$ cat config.mk
export PLATFORM = sky130hd
export DESIGN_NAME = mrr_ctrl
export DESIGN_NICKNAME = d
export VERILOG_FILES = /design/src/rtl/core/mrr_pkg.sv /design/src/rtl/core/mrr_ctrl.sv
export SDC_FILE = /design/constraint.sdc
export NUM_CORES = 1
export LEC_CHECK = 0
export ABC_CLOCK_PERIOD_IN_PS = 3500
export BUFFER_PORTS_ARGS = -buffer_cell sky130_fd_sc_hd__buf_2
export CAP_MARGIN = 20
export CORE_AREA = 3 3 40 42
export DETAILED_ROUTE_END_ITERATION = 6
export DIE_AREA = 0 0 43 45
export PLACE_DENSITY = 0.77
export SETUP_SLACK_MARGIN = 0.05
export SLEW_MARGIN = 20
export SYNTH_ARGS = -nofsm -noshare
export SYNTH_HDL_FRONTEND = slang
export SYNTH_SLANG_ARGS = --single-unit
$ cat constraint.sdc
create_clock -name i_clk -period 3.5 [get_ports i_clk]
set_input_delay 0.525 -clock i_clk [delete_from_list [all_inputs] [get_ports i_clk]]
set_output_delay 0.525 -clock i_clk [all_outputs]
set_load 0.02 [all_outputs]
$ cat src/rtl/core/mrr_pkg.sv
// mrr_pkg: shared constants, state encoding and control structs for the
// matrix ring rotation store. No dependencies; used by every rtl/core file.

package mrr_pkg;

    localparam int MAX_ROWS_DEF = 64;
    localparam int MAX_COLS_DEF = 64;

    localparam int DATA_W    = 32;
    localparam int IDX_W     = 6;
    localparam int DIM_W     = 7;
    localparam int LEN_W     = 9;
    localparam int ROT_W     = 30;
    localparam int DIV_STEPS = 30;
    localparam int CNT_W     = 5;
    localparam int PADDR_W   = 4;
    localparam int PDATA_W   = 32;

    localparam logic [1:0] REG_ROW_COUNT = 2'd0;
    localparam logic [1:0] REG_COL_COUNT = 2'd1;
    localparam logic [1:0] REG_ROT_COUNT = 2'd2;

    localparam logic [DIM_W-1:0] ROW_COUNT_RST = 7'd2;
    localparam logic [DIM_W-1:0] COL_COUNT_RST = 7'd2;
    localparam logic [ROT_W-1:0] ROT_COUNT_RST = 30'd0;

    localparam logic FUNC_WRITE = 1'b0;
    localparam logic FUNC_READ  = 1'b1;

    typedef enum logic [3:0] {
        S_IDLE,
        S_RANGE,
        S_BOUND,
        S_POS,
        S_DIV,
        S_WRAP,
        S_MAP,
        S_READ,
        S_FIN
    } t_state;

    typedef struct packed {
        logic load_in;
        logic do_range;
        logic do_bound;
        logic do_pos;
        logic div_step;
        logic do_wrap;
        logic do_map;
        logic do_read;
        logic load_out;
    } t_dp_cmd;

    typedef struct packed {
        logic err;
        logic is_write;
        logic in_ring;
    } t_dp_stat;

endpackage

$ cat src/rtl/core/mrr_ctrl.sv
// mrr_ctrl: sequencer for one word at a time and the output valid flag.
// Depends on mrr_pkg; commands mrr_dp.

module mrr_ctrl (
    input  logic               i_clk,
    input  logic               i_rst_n,
    input  logic               i_in_valid,
    output logic               o_in_stall,
    output logic               o_out_valid,
    input  logic               i_out_stall,
    output mrr_pkg::t_dp_cmd   o_cmd,
    input  mrr_pkg::t_dp_stat  i_stat
);

    mrr_pkg::t_state           r_state;
    mrr_pkg::t_state           n_state;
    logic [mrr_pkg::CNT_W-1:0] r_cnt;
    logic [mrr_pkg::CNT_W-1:0] n_cnt;
    logic                      r_ovalid;
    logic                      n_ovalid;
    logic                      out_free;

    always_ff @(posedge i_clk) begin
        if (!i_rst_n) begin
            r_state  <= mrr_pkg::S_IDLE;
            r_cnt    <= '0;
            r_ovalid <= 1'b0;
        end else begin
            r_state  <= n_state;
            r_cnt    <= n_cnt;
            r_ovalid <= n_ovalid;
        end
    end

    always_comb begin
        n_state  = r_state;
        n_cnt    = r_cnt;
        o_cmd    = '0;
        out_free = !r_ovalid || !i_out_stall;
        n_ovalid = (r_ovalid && i_out_stall);
        case (r_state)
            mrr_pkg::S_IDLE: begin
                if (i_in_valid) begin
                    o_cmd.load_in = 1'b1;
                    n_state       = mrr_pkg::S_RANGE;
                end
            end
            mrr_pkg::S_RANGE: begin
                o_cmd.do_range = 1'b1;
                if (i_stat.err || i_stat.is_write) begin
                    n_state = mrr_pkg::S_FIN;
                end else if (i_stat.in_ring) begin
                    n_state = mrr_pkg::S_BOUND;
                end else begin
                    n_state = mrr_pkg::S_MAP;
                end
            end
            mrr_pkg::S_BOUND: begin
                o_cmd.do_bound = 1'b1;
                n_state        = mrr_pkg::S_POS;
            end
            mrr_pkg::S_POS: begin
                o_cmd.do_pos = 1'b1;
                n_cnt        = '0;
                n_state      = mrr_pkg::S_DIV;
            end
            mrr_pkg::S_DIV: begin
                o_cmd.div_step = 1'b1;
                n_cnt          = r_cnt + 1'b1;
                if (r_cnt == mrr_pkg::CNT_W'(mrr_pkg::DIV_STEPS - 1)) begin
                    n_state = mrr_pkg::S_WRAP;
                end
            end
            mrr_pkg::S_WRAP: begin
                o_cmd.do_wrap = 1'b1;
                n_state       = mrr_pkg::S_MAP;
            end
            mrr_pkg::S_MAP: begin
                o_cmd.do_map = 1'b1;
                n_state      = mrr_pkg::S_READ;
            end
            mrr_pkg::S_READ: begin
                o_cmd.do_read = 1'b1;
                n_state       = mrr_pkg::S_FIN;
            end
            mrr_pkg::S_FIN: begin
                if (out_free) begin
                    o_cmd.load_out = 1'b1;
                    n_ovalid       = 1'b1;
                    n_state        = mrr_pkg::S_IDLE;
                end
            end
            default: begin
                n_state = mrr_pkg::S_IDLE;
            end
        endcase
    end

    assign o_in_stall  = (r_state != mrr_pkg::S_IDLE);
    assign o_out_valid = r_ovalid;

endmodule

==> summary.txt <==
Layout
  • Layout area overhead: 17.1%
  • Util after Layout: 0.541
  • Commonest cells after routing, fill and taps aside: buf_2, dfxtp_1, nand2b_1
  • Seq. cell area: about 200 µm²
  • Most common cell after layout, fill and taps aside: buf_2
  • Area of the multi-input gates: 358 µm²
  • Fin area: ~700 µm²
  • Share of cells above drive strength 1: 0.241
  • Fill cells: 134
  • Fin nets: just under 100
  • ANT cells: 0

Yosys
  • Compound-Gate Fraction of Synth Area: 0.120
  • Syn Area/Cell: 8.25 µm²
  • XOR/XNOR Fraction of Synth Area: 0
  • Fraction of the mapped netlist area in adder cells: 0.0421
  • Simple-Gate Fraction of Synth Area: 0.406
  • Ys Warns: 0
  • Largest family of logic cells by synthesized area: simple AND/OR/NAND/NOR gates
  • Distinct cells, synth: 30
  • Post-Syn Area: ~590 µm²
  • Syn Inst Count: just over 70
  • Net Count, Synth: 81
  • Seq/Total Area, Yosys: 0.337
  • #FFs+latches synth: 10
  • Mux contribution to synthesized area: 0.0337

Timing
  • Final Hold Vio Count: 0
  • Setup TNS: 0 ns
  • Slew margin rel.: 0.706
  • Highest Clock Rate: 0.508 GHz
  • Least-Margin Pin Slew: between 0.4 and 0.5 ns
  • Final min period: approximately 2.0 ns
  • PnR worst setup slack: 1.53 ns
  • RSZ-0062 raised after global routing: false
  • Final period utilization: 0.563
  • Final count of pins violating max slew: 0
  • Final setup viols: 0
  • Skew final: 0.00125 ns

CTS
  • Clk pin slew, worst setup/hold paths: 0.06 ns
  • Clock Sinks: 10
  • Root buffer cell: clkbuf_4
  • H-tree depth: 1
  • Num CTS Buffers: 3
  • PostCTS Resize Cnt: 0
  • Postcts setup bufs: 0
  • Post-CTS Hold Buffers: 0
  • Clock latency on the worst-skew pair: around 0.25 ns
  • Max Root-Sink Buffers: 2
  • CTS tree: done

Place
  • Placed inst area: 673 µm²
  • Dpl hpwl: 904 µm
  • Place WS: 1.81 ns
  • Port Buf Inserts: 17
  • Placer Congestion: 0.787

Power and ir drop
  • Total power: around 230 µW
  • VDD IR max: 0.162 mV
  • Leakage: 0.000317 µW
  • Pwr/cell area: 335 mW/mm²

Worst setup path
  • Worst Setup Path Type: register to primary output
  • Data arrival, critical path: roughly 1.4 ns
  • R2R depth: 3
  • Crit start category: register
  • FF-to-FF Start: r_state[0]$_SDFFE_PN0P_
  • RR Endpoint: r_cnt[2]$_SDFFE_PN0P_
  • End of the critical path: o_cmd[4]
  • Flop2flop setup slack: 2.02 ns
  • Launch point of the critical path: r_state[0]$_SDFFE_PN0P_
  • Required @ worst endpoint: between 2 and 3 ns
  • CP endpoint kind: primary output
  • CP max FO: 12

Die
  • Die area: 0.00194 mm²
  • Starting Density: 0.463
  • Chip Width: 43 µm
  • Std-Cell Rows: 13
  • Die Ht: 45 µm
  • IO Pins: 18
  • Core area: 0.00128 mm²

Routing
  • Routed len/inst: 11.6 µm
  • Antenna viol nets, final: 0
  • DR DRC count: 0
  • TritonRoute pass-1 iters: 4
  • DRT iter0 DRCs: 11
  • Final WL: 1180 µm
  • Vias/cell: ~5.4
  • Via count: around 550

GRT
  • Met3 usage: 0.0359
  • Tot GR Track Use: 0.145
  • First-pass GRT wire length: 2090 µm
  • Gr ovfl total: 0
  • Grt met1 use: 0.192
  • Largest net degree at the start of global routing: 13
  • Global-route met2 utilization: 0.210
  • Number of global-route vias before repair: about 490
  • Busiest grt layer: met2
  • Initial antenna violation count: 0

Outcome
  • Status: finished clean

Min path
  • Hold path cells: 2
  • Hold WC Path Type: register to register

Flow run
  • Max Cap Viol: 0
[how the worst min path moves through the flow]
stage	start	endpoint	slack, ns
2_1_floorplan	r_cnt[4]$_SDFFE_PN0P_	r_cnt[4]$_SDFFE_PN0P_	0.46
3_3_place_gp	r_cnt[4]$_SDFFE_PN0P_	r_cnt[4]$_SDFFE_PN0P_	0.47
3_5_place_dp	r_cnt[4]$_SDFFE_PN0P_	r_cnt[4]$_SDFFE_PN0P_	0.49
4_1_cts	r_cnt[4]$_SDFFE_PN0P_	r_cnt[4]$_SDFFE_PN0P_	0.50
5_1_grt	o_out_valid$_SDFF_PN0_	o_out_valid$_SDFF_PN0_	0.53
6_report	r_cnt[4]$_SDFFE_PN0P_	r_cnt[4]$_SDFFE_PN0P_	0.49
[synth_stat cells]
cell / number / area [µm²]
nor2b_1: 1 / 6.26
nor3_1: 3 / 15.0
ha_1: 2 / 25.0
nor4b_1: 1 / 8.76
o21a_1: 1 / 7.51
nand3_1: 2 / 10.0
nor4b_4: 1 / 23.8
nand3b_1: 4 / 30.0
inv_1: 3 / 11.3
clkbuf_1: 2 / 7.51
nor3b_1: 1 / 7.51
and3_1: 2 / 12.5
a311oi_1: 1 / 8.76
o31ai_1: 1 / 7.51
nand2b_1: 7 / 43.8
o21ai_0: 1 / 5.00
mux2i_1: 2 / 20.0
dfxtp_1: 10 / 200
buf_2: 2 / 10.0
nor2_1: 6 / 22.5
nand4_1: 3 / 18.8
nand2_1: 5 / 18.8
buf_4: 1 / 7.51
o21ai_1: 1 / 5.00
nand4bb_1: 1 / 11.3
a21oi_1: 4 / 20.0
o32ai_1: 1 / 8.76
a2111oi_0: 1 / 8.76
or2_1: 1 / 6.26
nor4_1: 1 / 6.26
[metal layers]
metal | routed length [µm] | part of all wire | vias up
met4 | 17 | 0.014 | 0
met3 | 66 | 0.056 | 2
met5 | 0 | 0 | -
met1 | 588 | 0.50 | 246
li1 | - | - | 289
met2 | 508 | 0.43 | 16
[critical path: stages (launching register included)]
cell and delay (ns):
dfxtp_1 0.43, nor4b_4 0.51, buf_2 0.25
[cells by family (layout without fill, tap and decap cells)]
| logic type | count (synthesis) | count (layout) |
|---|---|---|
| and+or+nand+nor | 39 | 39 |
| DFF | 10 | 10 |
| buffers and inverters | 8 | 23 |
| muxes | 2 | 2 |
| adders and majority gates | 2 | 2 |
| AOI/OAI and AO/OA | 11 | 11 |
[metrics by stage]
| step | cells | hold WS, ns |
|---|---|---|
| 2_1_floorplan | 72 | 0.458 |
| 3_5_place_dp | 99 | 0.487 |
| 4_1_cts | 102 | 0.497 |
| 3_3_place_gp | 99 | 0.475 |
| 5_1_grt | 102 | 0.529 |
| 6_report | 102 | 0.491 |
[registers in the layout (all words and copies together), names as in the netlist]
signal       count
o_out_valid      1
r_cnt            5
r_state          4
[power by group]
group | internal [µW] | switching, µW
registers | 117 | 6.88
logic | 14.7 | 20.3
clock network | 39.5 | 35.1
total | 171 | 62.3
[layout make-up]
cell class,instances,area share
clock buffer,3,0.0324
inverter,3,0.0162
multi-input combinational,54,0.514
sequential,10,0.288
tap,15,0.0270
timing repair buffer,17,0.122
No activity file was read; power rests on OpenSTA's default activity.
